## src/hw/rtl/lsats_pkg.sv

```systemverilog
// ----------------------------------------------------------------------------
// lsats_pkg
// shared constants and types of the lip set-associative tag store
// ----------------------------------------------------------------------------
package lsats_pkg;

    // default geometry
    localparam int WAYS_DEF        = 8;
    localparam int SET_BITS_DEF    = 6;
    localparam int OFFSET_BITS_DEF = 6;
    localparam int ADDR_BITS_DEF   = 32;

    // field widths
    localparam int ADDR_W   = 32;
    localparam int WAY_W    = 3;
    localparam int REUSE_W  = 4;
    localparam int CNT_W    = 32;
    localparam int HIST_N   = 16;

    localparam logic [REUSE_W-1:0] REUSE_MAX = 4'd15;

    // result word: hit, way, victim_was_valid, victim_reuse, three totals
    localparam int RES_BITS = 1 + WAY_W + 1 + REUSE_W + 3 * CNT_W;
    localparam int RES_W    = ((RES_BITS + 7) / 8) * 8;

    // control from the back part to the front part
    typedef struct packed {
        logic pop;
        logic clr_busy;
    } t_q_ctl;

endpackage

```

## src/hw/rtl/lsats_front.sv

```systemverilog
// ----------------------------------------------------------------------------
// lsats_front
// accepts access words, splits the address into set and tag, queues them
// ----------------------------------------------------------------------------
module lsats_front import lsats_pkg::*; #(
    parameter int SET_BITS    = SET_BITS_DEF,
    parameter int OFFSET_BITS = OFFSET_BITS_DEF,
    parameter int ADDR_BITS   = ADDR_BITS_DEF,
    parameter int TAG_W       = 20
) (
    input  logic                i_clk,
    input  logic                i_rst_n,
    input  logic                i_s_tvalid,
    output logic                o_s_tready,
    input  logic [ADDR_W-1:0]   i_s_tdata,   // address
    input  t_q_ctl              i_ctl,
    output logic                o_q_valid,
    output logic [SET_BITS-1:0] o_q_set,
    output logic [TAG_W-1:0]    o_q_tag
);

    localparam int AEFF = (ADDR_BITS < ADDR_W) ? ADDR_BITS : ADDR_W;

    logic [63:0]         w_addr;
    logic [63:0]         w_line;
    logic [63:0]         w_tag_full;
    logic                w_push;

    // two-entry queue
    logic [SET_BITS-1:0] r_set [2];
    logic [TAG_W-1:0]    r_tag [2];
    logic                r_wp;
    logic                r_rp;
    logic [1:0]          r_cnt;

    // address split
    assign w_addr     = 64'(i_s_tdata) & ((64'd1 << AEFF) - 64'd1);
    assign w_line     = w_addr >> OFFSET_BITS;
    assign w_tag_full = w_line >> SET_BITS;

    assign o_s_tready = (r_cnt != 2'd2) && !i_ctl.clr_busy;
    assign w_push     = i_s_tvalid && o_s_tready;

    assign o_q_valid = (r_cnt != 2'd0);
    assign o_q_set   = r_set[r_rp];
    assign o_q_tag   = r_tag[r_rp];

    // queue pointers and count
    always_ff @(posedge i_clk) begin
        if (!i_rst_n) begin
            r_wp  <= 1'b0;
            r_rp  <= 1'b0;
            r_cnt <= 2'd0;
        end else begin
            if (w_push) begin
                r_wp <= ~r_wp;
            end
            if (i_ctl.pop) begin
                r_rp <= ~r_rp;
            end
            r_cnt <= r_cnt + 2'(w_push) - 2'(i_ctl.pop);
        end
    end

    // queue payload
    always_ff @(posedge i_clk) begin
        if (w_push) begin
            r_set[r_wp] <= w_line[SET_BITS-1:0];
            r_tag[r_wp] <= w_tag_full[TAG_W-1:0];
        end
    end

endmodule

```

## config.mk

```make
export PLATFORM = sky130hd
export DESIGN_NAME = lsats_front
export DESIGN_NICKNAME = d
export VERILOG_FILES = /design/src/hw/rtl/lsats_pkg.sv /design/src/hw/rtl/lsats_front.sv
export SDC_FILE = /design/constraint.sdc
export NUM_CORES = 1
export LEC_CHECK = 0
export ABC_AREA = 0
export BUFFER_PORTS_ARGS = -buffer_cell sky130_fd_sc_hd__buf_2
export CELL_PAD_IN_SITES_DETAIL_PLACEMENT = 0
export CELL_PAD_IN_SITES_GLOBAL_PLACEMENT = 2
export CORE_MARGIN = 2
export CORE_UTILIZATION = 35
export CTS_BUF_LIST = sky130_fd_sc_hd__clkbuf_8
export DETAILED_ROUTE_END_ITERATION = 6
export PLACE_DENSITY = 0.86
export SLEW_MARGIN = 10
export SYNTH_ARGS = -nofsm -noshare
export SYNTH_HDL_FRONTEND = slang
export SYNTH_SLANG_ARGS = --single-unit
```

## constraint.sdc

```tcl
create_clock -name i_clk -period 3 [get_ports i_clk]
set_clock_uncertainty 0.05 [all_clocks]
set_input_delay 0.15 -clock i_clk [delete_from_list [all_inputs] [get_ports i_clk]]
set_output_delay 0.15 -clock i_clk [all_outputs]
set_load 0.03 [all_outputs]
```

==> results of run 1 <==
## power groups by stage
stage	Clock (mW)	Combinational, mW	Sequential [mW]
after global placement	0	0.269	0.961
final	0.710	0.294	0.945
after global routing	0.770	0.315	0.951
after detailed placement	0	0.271	0.963
after floorplan	0	0.222	0.942
after CTS	0.737	0.298	0.947
## critical path, stage by stage, from the launching register on
cell and delay [ps]:
sky130_fd_sc_hd__dfxtp_2 870, sky130_fd_sc_hd__mux2_2 440, sky130_fd_sc_hd__buf_2 180
## sequential cells by signal, summed over array words and instances (netlist names), named ones only
name and cells:
r_tag 40, r_rp 1, r_cnt 2, r_set 12, r_wp 1
## worst paths after layout
kind,from,endpoint
setup / recovery,flip-flop,o_q_tag[2]
hold / removal,i_rst_n,r_cnt[0]$_SDFF_PN0_
setup reg to reg,r_cnt[1]$_SDFF_PN0_,r_set[0][1]$_DFFE_PP_
hold reg to reg,r_wp$_SDFFE_PN0N_,r_wp$_SDFFE_PN0N_
## layer usage
layer | track usage, % | routed length [µm]
met1 | 12.65 | 1560
met2 | 16.36 | 1584
met3 | 3.462 | 214
met4 | 6.158 | 65
met5 | 0 | 0
## cell families (layout without fill, tap and decap cells)
group         after synthesis  after routing
flops                      57             57
mux                        27             27
simple gates               14             14
buf+inv                     6            105
fa+ha+maj                   2              2
xor+xnor                    2              2
## layout by cell type, fill, tap and decap left out, types with 2 or more instances in the layout
cell,count
sky130_fd_sc_hd__nor2_1,4
sky130_fd_sc_hd__edfxtp_1,52
sky130_fd_sc_hd__mux2_4,20
sky130_fd_sc_hd__clkbuf_8,12
sky130_fd_sc_hd__dfxtp_1,4
sky130_fd_sc_hd__buf_2,58
sky130_fd_sc_hd__ha_1,2
sky130_fd_sc_hd__inv_1,5
sky130_fd_sc_hd__mux2_2,6
sky130_fd_sc_hd__dlygate4sd3_1,26
sky130_fd_sc_hd__and2_1,3
## through the flow
| step | setup WS [ps] | hold WS, ps | utilization, % |
|---|---|---|---|
| detailed placement | 1109 | 291.4 | 41.48 |
| finish | 987.7 | 45.88 | 48.97 |
| global route | 875.3 | 43.85 | 48.97 |
| global placement | 1122 | 288.2 | 41.48 |
| floorplan | 1209 | 198.9 | - |
| CTS | 929.5 | 31.60 | 48.97 |
## layout make-up
type | count | share of cell area (%)
Sequential cell | 57 | 54.09
Timing Repair Buffer | 86 | 18.80
Multi-Input combinational cell | 45 | 16.77
Clock buffer | 12 | 5.372
Tap cell | 77 | 3.134
Clock inverter | 4 | 1.465
Inverter | 3 | 0.3663
## cells in the mapped netlist
cell type / instances
sky130_fd_sc_hd__edfxtp_1: 52
sky130_fd_sc_hd__mux2_4: 20
sky130_fd_sc_hd__mux2_2: 6
sky130_fd_sc_hd__dfxtp_1: 5
sky130_fd_sc_hd__nor2_1: 4
sky130_fd_sc_hd__and2_1: 3
sky130_fd_sc_hd__inv_1: 3
sky130_fd_sc_hd__buf_12: 2
sky130_fd_sc_hd__ha_1: 2
sky130_fd_sc_hd__and2b_1: 1
sky130_fd_sc_hd__buf_6: 1
sky130_fd_sc_hd__mux2i_1: 1
sky130_fd_sc_hd__nand2_1: 1
sky130_fd_sc_hd__nand2b_1: 1
sky130_fd_sc_hd__nor2b_4: 1
sky130_fd_sc_hd__nor3_1: 1
sky130_fd_sc_hd__nor3b_4: 1
sky130_fd_sc_hd__or2_2: 1
sky130_fd_sc_hd__xnor2_1: 1
sky130_fd_sc_hd__xor2_1: 1
## repair_timing
| action | 4_1_cts | 5_1_grt |
|---|---|---|
| hold endpoints to repair | 52 | 0 |
| hold buffers | 26 | 0 |
| buffers inserted | 0 | 0 |
==> impl_summary.log, run 1 <==
INFO  metric outcome = finished, final reports clean
INFO  metric via_count = ~1200
INFO  metric time_the_worst_path_needs_with_i_o_delays_and_setup = just over 2000 ps
INFO  metric vias_per_cell = ~4.2
INFO  metric row_count = 29
INFO  metric area_delta_synth_final = 37.26%
INFO  metric maxClockFrequency = 496.9 MHz
INFO  metric power.static_leakage = about 1.2 nW
INFO  metric num_io_pins = 65
INFO  metric arithmetic_cell_share_of_the_synthesized_area_counting_full_adders_half_adders_and_majority_gates = approximately 1.1%
INFO  metric synth.yosys.warnings = 0
INFO  metric comb_power_share = between 10% and 20%
INFO  metric htree_num_levels = 3
INFO  metric antenna_cells_inserted = 0
INFO  metric synth.area.mux_share = 16.87%
INFO  metric synthDominantAreaCellType = sky130_fd_sc_hd__edfxtp_1
INFO  metric synthTopCellsByArea = sky130_fd_sc_hd__edfxtp_1, sky130_fd_sc_hd__mux2_4, sky130_fd_sc_hd__dfxtp_1, sky130_fd_sc_hd__mux2_2, sky130_fd_sc_hd__buf_12
INFO  metric synth_simple_gate_area_share = around 4.2%
INFO  metric regArea = 1663 µm²
INFO  metric clock_slew_at_reported_path_ffs = 60 ps
INFO  metric synth.lib_cells_used.distinct = 20
INFO  metric antenna_found_initial = 0
INFO  metric synth-compound-area-share = 0%
INFO  metric total_power = 1.949 mW
INFO  metric synth_seq_area_share = between 70% and 80%
INFO  metric syn_area_per_cell = between 20 and 25 µm²
INFO  metric swShare = 23.10%
INFO  metric seq_power_share = approximately 49%
INFO  metric first_global_vias = 1217
INFO  metric ys_seq_elements = 57
INFO  metric powerDensity = around 630 nW/µm²
INFO  metric die_height = approximately 84 µm
INFO  metric clock_tree.root_cell = sky130_fd_sc_hd__clkbuf_8
INFO  metric yosys.area_share.xor_xnor = less than 1%
INFO  metric final_antenna_net_count = 0
INFO  metric timing.final.hold_violations = 0
INFO  metric post-route-period-util = ~67%
INFO  metric timing.critical_path.from_type = flip-flop
INFO  metric dp_hpwl = about 2200 µm
INFO  metric grt_max_degree = 27
INFO  metric cap_viol_max_count = 0
INFO  metric numPlacedInstances = 242
INFO  metric hp-class = in2reg
INFO  metric groute.usage.overall = about a tenth
INFO  metric layout-drive-gt1-share = ~50%
INFO  metric timing.max_slew.rel_slack = between 40% and 50%
INFO  metric cts_inserted_buffers = 9
INFO  metric design.die.area = 7055 µm²
INFO  metric setup_violations = 0
INFO  metric drt-total-wl = approximately 3400 µm
INFO  metric cts.sink_count = between 50 and 60
INFO  metric internal_power = 1.499 mW
INFO  metric critical_path_peak_fanout = 26
INFO  metric footprint_of_the_multi_input_gates = 515.5 µm²
INFO  metric post_synth_instance_area = 2240 µm²
INFO  metric total_switching_power = roughly 0.45 mW
INFO  metric grt_pass1_wl = about 5500 µm
INFO  metric initialDrtViolationCount = 71
INFO  metric cts_tree = done
INFO  metric crit_required = around 2800 ps
INFO  metric n_fill_cell = roughly 540
INFO  metric setup_total_negative_slack = 0 ps
INFO  metric overflow = 0
INFO  metric clock_path_buffers = 2
INFO  metric slew_worst_pin = 828.2 ps
INFO  metric synthesis.nets = 147
INFO  metric drt_pass1_iterations = 4
INFO  metric rsz0062_at_grt = false
INFO  metric min_path_cells = 2
INFO  metric detail_route.wl_per_cell = ~12 µm
INFO  metric finish.cell_count_without_fillers = 284
INFO  metric final_cell_area = a little over 3000 µm²
INFO  metric share_clk_of_total_power = ~36%
INFO  metric worst_setup_path_end_kind = output pin
INFO  metric io_buffers = between 50 and 60
INFO  metric synth.top_cell.area_share = between 60% and 70%
INFO  metric floorplan.initialDensity = roughly 36%
INFO  metric crit_arrival = 1810 ps
INFO  metric globalplace.congestion = roughly 0.66
INFO  metric timing_max_transition_violations_final = 0
INFO  metric floorplan.core_area = 6277 µm²
INFO  metric floorplan.die.width = about 84 µm
INFO  metric worst-setup-path-type = reg2out
INFO  metric clk_latency = 320 ps
INFO  metric drt_drc_violations_left = 0
INFO  metric r2r_setup_slack = about 1100 ps
INFO  metric vdd_ir_drop_max = ~0.26 mV
INFO  metric ff_to_ff_path_depth = 4
INFO  metric post_synth_inst_count = approximately 110
INFO  metric dpl-instance-area = between 2000 and 3000 µm²
INFO  metric combinational_family_with_the_most_area_after_synthesis = multiplexers
INFO  metric ctsResizeCount = 0
INFO  metric nNetsFinal = about 240
Note: power is estimated with default switching activity, not from simulation.
==> run 2: changes to the inputs <==
--- a/config.mk
+++ b/config.mk
@@ -10,10 +10,10 @@
 export CELL_PAD_IN_SITES_DETAIL_PLACEMENT = 0
 export CELL_PAD_IN_SITES_GLOBAL_PLACEMENT = 2
 export CORE_MARGIN = 2
-export CORE_UTILIZATION = 35
+export CORE_UTILIZATION = 34
 export CTS_BUF_LIST = sky130_fd_sc_hd__clkbuf_8
 export DETAILED_ROUTE_END_ITERATION = 6
-export PLACE_DENSITY = 0.86
+export PLACE_DENSITY = 0.88
 export SLEW_MARGIN = 10
 export SYNTH_ARGS = -nofsm -noshare
 export SYNTH_HDL_FRONTEND = slang
==> constraint.sdc (replaced) <==
create_clock -name i_clk -period 1.81 [get_ports i_clk]
set_clock_uncertainty 0.05 [all_clocks]
set_input_delay 0.0905 -clock i_clk [delete_from_list [all_inputs] [get_ports i_clk]]
set_output_delay 0.0905 -clock i_clk [all_outputs]
set_load 0.03 [all_outputs]
==> run 2 against run 1 <==
Compared with the run above:
- combinational power grew 76%
- routed wire length grew 2.5%
- final cell count grew 1.8%
- critical endpoint is now o_q_tag[11]
- largest cell class unchanged
- critical path type unchanged
==> impl_summary.log, run 2 (synthesis gave the netlist of run 1 again) <==
INFO  metric outcome = finished, final reports clean
INFO  metric grt_max_degree = 19
INFO  metric setup_violations = 0
INFO  metric hold_slack_final = around 38 ps
INFO  metric area_delta_synth_final = 37.15%
INFO  metric die_height = approximately 85 µm
INFO  metric worst-setup-path-type = reg2out
INFO  metric numPlacedInstances = ~250
INFO  metric cts_inserted_buffers = 9
INFO  metric drt_pass1_iterations = 4
INFO  metric critical_path_peak_fanout = 16
INFO  metric path_delay_family = flip-flops
INFO  metric floorplan.initialDensity = a little over a third
INFO  metric htree_num_levels = 3
INFO  metric vias_per_cell = slightly above 4
INFO  metric powerDensity = around 980 nW/µm²
INFO  metric antenna_cells_inserted = 0
INFO  metric groute.usage.overall = between 10% and 20%
INFO  metric clock_slew_at_reported_path_ffs = 60 ps
INFO  metric worst_setup_path_end_kind = output pin
INFO  metric timing.final.hold_violations = 0
INFO  metric timing.max_slew.rel_slack = 82.53%
INFO  metric floorplan.core_area = approximately 6300 µm²
INFO  metric layout_common_cells = sky130_fd_sc_hd__buf_2, sky130_fd_sc_hd__edfxtp_1, sky130_fd_sc_hd__dlygate4sd3_1
INFO  metric clk_latency = 330 ps
INFO  metric design.die.area = between 7000 and 8000 µm²
INFO  metric time_the_worst_path_needs_with_i_o_delays_and_setup = about 1600 ps
INFO  metric hp-class = in2reg
INFO  metric largest_register_ffs = 40
INFO  metric clock_path_buffers = 2
INFO  metric critical-path-max-stage-delay = approximately 460 ps
INFO  metric number_of_buffers_and_inverters_on_the_critical_path = 2
INFO  metric initialDrtViolationCount = 50
INFO  metric final_antenna_net_count = 0
INFO  metric clock_tree.root_cell = sky130_fd_sc_hd__clkbuf_8
INFO  metric drt_drc_violations_left = 0
INFO  metric maxClockFrequency = a little over 600 MHz
INFO  metric cts_tree = done
INFO  metric setup_total_negative_slack = 0 ps
INFO  metric crit_required = between 1500 and 2000 ps
INFO  metric timing.critical_path.from_type = flip-flop
INFO  metric layout.cells.most_common = sky130_fd_sc_hd__buf_2
INFO  metric drt-total-wl = 3512 µm
INFO  metric crit_slowest_cell = sky130_fd_sc_hd__dfxtp_4
INFO  metric detail_route.wl_per_cell = 12.15 µm
INFO  metric biggest_register = r_tag
INFO  metric dpl-instance-area = between 2000 and 3000 µm²
INFO  metric timing.rr.start = r_cnt[1]$_SDFF_PN0_
INFO  metric dp_hpwl = 2345 µm
INFO  metric timing_max_transition_violations_final = 0
INFO  metric n_fill_cell = about 520
INFO  metric nNetsFinal = between 200 and 250
INFO  metric worst-path-stages = 3
INFO  metric final_cell_area = ~3100 µm²
INFO  metric grt_pass1_wl = around 5400 µm
INFO  metric cts.sink_count = 57
INFO  metric slew_worst_pin = 262.1 ps
INFO  metric overflow = 0
INFO  metric cap_viol_max_count = 0
INFO  metric worstReg2RegEnd = r_tag[1][5]$_DFFE_PP_
INFO  metric setup.worst_path.end = o_q_tag[11]
INFO  metric crit_arrival = roughly 1500 ps
INFO  metric list_of_cells_traversed_by_the_critical_path = buf_12, mux2_4, buf_2
INFO  metric post-route-period-util = 90.30%
INFO  metric finish.cell_count_without_fillers = slightly below 300
INFO  metric vdd_ir_drop_max = between 0.4 and 0.5 mV
INFO  metric antenna_found_initial = 0
INFO  metric via_count = about 1200
INFO  metric layout_setup_ws = between 150 and 200 ps
INFO  metric biggestRegsByFlops = r_tag: 40 flops, r_set: 12 flops, r_cnt: 2 flops
INFO  metric io_buffers = just under 60
INFO  metric floorplan.die.width = approximately 85 µm
INFO  metric row_count = 29
INFO  metric num_io_pins = between 60 and 70
INFO  metric min_path_cells = 3
INFO  metric ff_to_ff_path_depth = 4
INFO  metric globalplace.congestion = ~0.64
INFO  metric first_global_vias = roughly 1200
INFO  metric pre_cts_slack = 248.6 ps
INFO  metric layout-drive-gt1-share = 50.94%
INFO  metric postCtsSetupBuffers = 0
INFO  metric rsz0062_at_grt = false
INFO  metric r2r_setup_slack = between 200 and 300 ps
INFO  metric power.static_leakage = 1.234 nW
## run 2: worst min path at each step
stage | end | slack (ps) | start
5_1_grt | r_wp$_SDFFE_PN0N_ | 40 | i_ctl[0]
3_5_place_dp | r_set[1][5]$_DFFE_PP_ | 230 | i_s_tdata[11]
6_report | r_wp$_SDFFE_PN0N_ | 40 | i_ctl[0]
3_3_place_gp | r_tag[0][14]$_DFFE_PP_ | 230 | i_s_tdata[26]
2_1_floorplan | r_set[0][0]$_DFFE_PP_ | 140 | i_s_tdata[6]
4_1_cts | r_wp$_SDFFE_PN0N_ | 20 | i_ctl[0]
## run 2: worst register-to-register path, cell delays in order (launching register included)
cell                      delay (ps)
sky130_fd_sc_hd__dfxtp_1         330
sky130_fd_sc_hd__nor2b_4         140
sky130_fd_sc_hd__nor3b_4         240
sky130_fd_sc_hd__and2_1          190
sky130_fd_sc_hd__buf_4           280
## run 2: stage by stage
stage,power [mW],utilization [%]
after floorplan,1.930,-
after global placement,2.052,41.36
after detailed placement,2.056,41.36
after CTS,3.062,48.34
after global routing,3.153,48.37
final,3.007,48.37
## run 2: area by class of cell
class                   instances  area (µm²)  share of cell area [%]
flip-flops and latches         57        1665                   54.22
multi-input cells              45       515.5                   16.78
well taps                      77       96.34                   3.136
repair buffers                 91       620.6                   20.20
clock inverters                 7       38.79                   1.263
inverters                       3       11.26                  0.3666
clock buffers                   9       123.9                   4.033
## run 2: what timing repair did
action	CTS	global route
endpoints found under the setup margin	0	1
hold buffers	28	0
endpoints found under the hold margin	56	0
resized for setup	0	1
## run 2: report_power, final
part,internal [mW],switching [mW],total (mW)
clock,0.479,0.461,0.940
sequential,1.52,0.0341,1.55
combinational,0.242,0.275,0.517
total,2.24,0.770,3.01
## run 2: per-layer routing
metal,vias to the layer above,global-route usage (%),routed length (µm)
li1,604,-,-
met1,541,12.06,1578
met2,50,15.98,1639
met3,6,4.086,245
met4,0,5.628,48
met5,-,0,0
==> run 3: changes to the inputs <==
--- a/config.mk
+++ b/config.mk
@@ -5,7 +5,7 @@
 export SDC_FILE = /design/constraint.sdc
 export NUM_CORES = 1
 export LEC_CHECK = 0
-export ABC_AREA = 0
+export ABC_AREA = 1
 export BUFFER_PORTS_ARGS = -buffer_cell sky130_fd_sc_hd__buf_2
 export CELL_PAD_IN_SITES_DETAIL_PLACEMENT = 0
 export CELL_PAD_IN_SITES_GLOBAL_PLACEMENT = 2
@@ -13,8 +13,8 @@
 export CORE_UTILIZATION = 34
 export CTS_BUF_LIST = sky130_fd_sc_hd__clkbuf_8
 export DETAILED_ROUTE_END_ITERATION = 6
-export PLACE_DENSITY = 0.88
-export SLEW_MARGIN = 10
+export PLACE_DENSITY = 0.89
+export REMOVE_ABC_BUFFERS = 1
 export SYNTH_ARGS = -nofsm -noshare
 export SYNTH_HDL_FRONTEND = slang
 export SYNTH_SLANG_ARGS = --single-unit
==> run 3 against run 2 <==
Compared with the run above:
- worst setup slack hardly changed
- final area is 0.41% higher
- total power grew 2.6%
- first-iteration DRC count shrank 2.0%
- core utilization increased by 0.20 points
- routed wire length is 11% higher
- non-clock buffer count grew 1
- area after synthesis fell by 0.28%
==> impl_summary.log, run 3 <==
INFO  metric detail_route.wl_per_cell = between 10 and 15 µm
INFO  metric postSynth.asyncResetShare = 0%
INFO  metric layout_common_cells = sky130_fd_sc_hd__buf_2, sky130_fd_sc_hd__edfxtp_1, sky130_fd_sc_hd__dlygate4sd3_1
INFO  metric row_count = 29
INFO  metric drt-total-wl = around 4000 µm
INFO  metric worst-setup-path-type = reg2out
INFO  metric power.static_leakage = about 1.3 nW
INFO  metric outcome = finished, final reports clean
INFO  metric biggestRegsByFlops = r_tag: 40 flops, r_set: 12 flops, r_cnt: 2 flops
INFO  metric ys_dominant_reg_cell = sky130_fd_sc_hd__edfxtp_1
INFO  metric design.die.area = around 7200 µm²
INFO  metric timing.rr.start = r_cnt[0]$_SDFF_PN0_
INFO  metric maxClockFrequency = between 600 and 700 MHz
INFO  metric vdd_ir_drop_max = about 0.52 mV
INFO  metric largest_register_ffs = 40
INFO  metric path_delay_family = buffers and inverters
INFO  metric cts_tree = done
INFO  metric numPlacedInstances = between 200 and 300
INFO  metric floorplan.core_area = 6350 µm²
INFO  metric post-route-period-util = around nine tenths
INFO  metric cts_inserted_buffers = 9
INFO  metric ys_seq_elements = 57
INFO  metric synthTopCellsByArea = sky130_fd_sc_hd__edfxtp_1, sky130_fd_sc_hd__mux2_4, sky130_fd_sc_hd__dfxtp_1, sky130_fd_sc_hd__mux2_2, sky130_fd_sc_hd__inv_1
INFO  metric worst_setup_path_end_kind = output pin
INFO  metric area_delta_synth_final = 38.10%
INFO  metric timing_max_transition_violations_final = 0
INFO  metric synthDominantAreaCellType = sky130_fd_sc_hd__edfxtp_1
INFO  metric grt_pass1_wl = about 6000 µm
INFO  metric finish.cell_count_without_fillers = around 300
INFO  metric clock_slew_at_reported_path_ffs = approximately 60 ps
INFO  metric synth_seq_area_share = 74.40%
INFO  metric layout.cells.most_common = sky130_fd_sc_hd__buf_2
INFO  metric list_of_cells_traversed_by_the_critical_path = buf_4, mux2_2, buf_2
INFO  metric powerDensity = 1001 nW/µm²
INFO  metric hp-class = in2reg
INFO  metric syn_area_per_cell = ~19 µm²
INFO  metric clock_tree.root_cell = sky130_fd_sc_hd__clkbuf_8
INFO  metric post_synth_inst_count = between 100 and 150
INFO  metric antenna_cells_inserted = 0
INFO  metric io_buffers = 58
INFO  metric groute.usage.overall = a little under an eighth
INFO  metric crit_arrival = 1490 ps
INFO  metric rsz0062_at_grt = false
INFO  metric number_of_buffers_and_inverters_on_the_critical_path = 2
INFO  metric first_global_vias = about 1300
INFO  metric ctsResizeCount = 0
INFO  metric slew_worst_pin = roughly 320 ps
INFO  metric synth.cells.most_frequent = sky130_fd_sc_hd__edfxtp_1, sky130_fd_sc_hd__mux2_4, sky130_fd_sc_hd__inv_1, sky130_fd_sc_hd__nand2_1
INFO  metric layout-drive-gt1-share = a little under half
INFO  metric dp_hpwl = 2561 µm
INFO  metric cts.sink_count = 57
INFO  metric antenna_found_initial = 0
INFO  metric post_synth_instance_area = approximately 2200 µm²
INFO  metric overflow = 0
INFO  metric capture_endpoint_of_the_worst_hold_path = r_wp$_SDFFE_PN0N_
INFO  metric r2r_setup_slack = around 440 ps
INFO  metric die_height = 85.05 µm
INFO  metric cap_viol_max_count = 0
INFO  metric ff_to_ff_path_depth = 9
INFO  metric clk_latency = around 320 ps
INFO  metric initialDrtViolationCount = between 40 and 50
INFO  metric via_count = roughly 1300
INFO  metric startpoint_of_the_worst_hold_path = i_s_tvalid
INFO  metric final_cell_area = between 3000 and 4000 µm²
INFO  metric n_fill_cell = between 500 and 600
INFO  metric timing.final.hold_violations = 0
INFO  metric floorplan.initialDensity = 35.17%
INFO  metric setup_violations = 0
INFO  metric critical_path_peak_fanout = 18
INFO  metric crit_slowest_cell = sky130_fd_sc_hd__mux2_2
INFO  metric timing.critical_path.from_type = flip-flop
INFO  metric floorplan.die.width = between 80 and 90 µm
INFO  metric biggest_register = r_tag
INFO  metric crit_required = 1670 ps
INFO  metric final_antenna_net_count = 0
INFO  metric htree_num_levels = 3
INFO  metric synth.top_cell.area_share = 69.92%
INFO  metric vias_per_cell = 4.295
INFO  metric synth.yosys.warnings = 0
INFO  metric drt_pass1_iterations = 4
INFO  metric time_the_worst_path_needs_with_i_o_delays_and_setup = around 1600 ps
INFO  metric clock_path_buffers = 2
INFO  metric synth-edff-count = 52
INFO  metric synth.lib_cells_used.distinct = 13
INFO  metric drt_drc_violations_left = 0
INFO  metric dpl-instance-area = ~2600 µm²
INFO  metric hold_slack_final = ~88 ps
INFO  metric critical-path-max-stage-delay = between 300 and 400 ps
INFO  metric globalplace.congestion = 0.7101
INFO  metric yosysMostFrequentCell = sky130_fd_sc_hd__edfxtp_1
INFO  metric grt_max_degree = 19
INFO  metric nNetsFinal = roughly 260
INFO  metric num_io_pins = 65
INFO  metric worstReg2RegEnd = r_cnt[1]$_SDFF_PN0_
INFO  metric min_path_cells = 4
INFO  metric timing.max_slew.rel_slack = about four fifths
run 3: changes by cell type after synthesis, sizes merged, moves of 2 or more:
cell / change
nand3: +2
inv: +8
and2: -3
a21oi: +2
nand2: +9
nor2: +2
run 3: metal layers:
layer  vias to the layer above  GRT usage [%]  part of all wire (%)
li1                        637              -                     -
met1                       609          12.92                    45
met2                        45          19.03                    48
met3                         6          3.696                   6.0
met4                         0          6.061                  0.97
met5                         -              0                     0
run 3: what timing repair did:
item / 4_1_cts / 5_1_grt
setup buffers: 0 / 0
endpoints found under the hold margin: 56 / 0
hold buffers: 28 / 0
run 3: area by class of cell:
type                    instances  area, µm²  area share [%]
clock buffers                   9      123.9           4.016
inverters                      11      41.29           1.339
multi-input cells              49      481.7           15.62
flip-flops and latches         57       1663           53.91
clock inverters                 7      62.56           2.028
repair buffers                 92      615.6           19.96
well taps                      77      96.34           3.124
run 3: cell families (layout without fill, tap and decap cells):
family                   Yosys count  in the layout  share of synthesized area (%)
AO/OA/AOI/OAI                      2              2                         0.4482
adder cells (fa/ha/maj)            2              2                          1.120
buffers and inverters             14            119                          4.146
flip-flops                        57             57                          74.40
multiplexers                      26             26                          16.47
AND/OR/NAND/NOR                   19             19                          3.418
run 3: where the power goes:
part           internal, mW  total [mW]  switching (mW)  leakage [nW]
logic                 0.201       0.459           0.258         0.671
clock network         0.620        1.10           0.481        0.0939
registers              1.51        1.53          0.0181         0.518
total                  2.33        3.09           0.758          1.28
run 3: worst register-to-register path, delay by kind of cell, from the launching register on:
| family | cells | cell delay (ps) |
|---|---|---|
| and+or+nand+nor | 4 | 340 |
| buffers and inverters | 3 | 220 |
| adders and majority gates | 1 | 210 |
| DFF | 1 | 300 |
| AOI/OAI and AO/OA | 1 | 150 |
run 3: through the flow:
stage	utilization, %	setup TNS (ps)	total power [mW]	worst slack (ps)
6_report	48.57	0	3.086	175.6
5_1_grt	48.57	0	3.223	97.25
4_1_cts	48.57	0	3.126	127.8
3_5_place_dp	41.22	0	1.971	445.2
3_3_place_gp	41.22	0	1.962	463.6
2_1_floorplan	-	-7385	1.837	-284.1
run 3: worst max path at each step:
stage / from / to / slack [ps] / cells after the start
CTS: flip-flop / o_q_tag[1] / 130 / 3
global route: flip-flop / o_q_tag[19] / 100 / 3
detailed placement: r_cnt[0]$_SDFF_PN0_ / r_set[0][2]$_DFFE_PP_ / 450 / 5
global placement: r_cnt[0]$_SDFF_PN0_ / r_tag[0][0]$_DFFE_PP_ / 460 / 5
finish: flip-flop / o_q_tag[19] / 180 / 3
floorplan: r_cnt[0]$_SDFF_PN0_ / r_set[0][0]$_DFFE_PP_ / -280 / 4
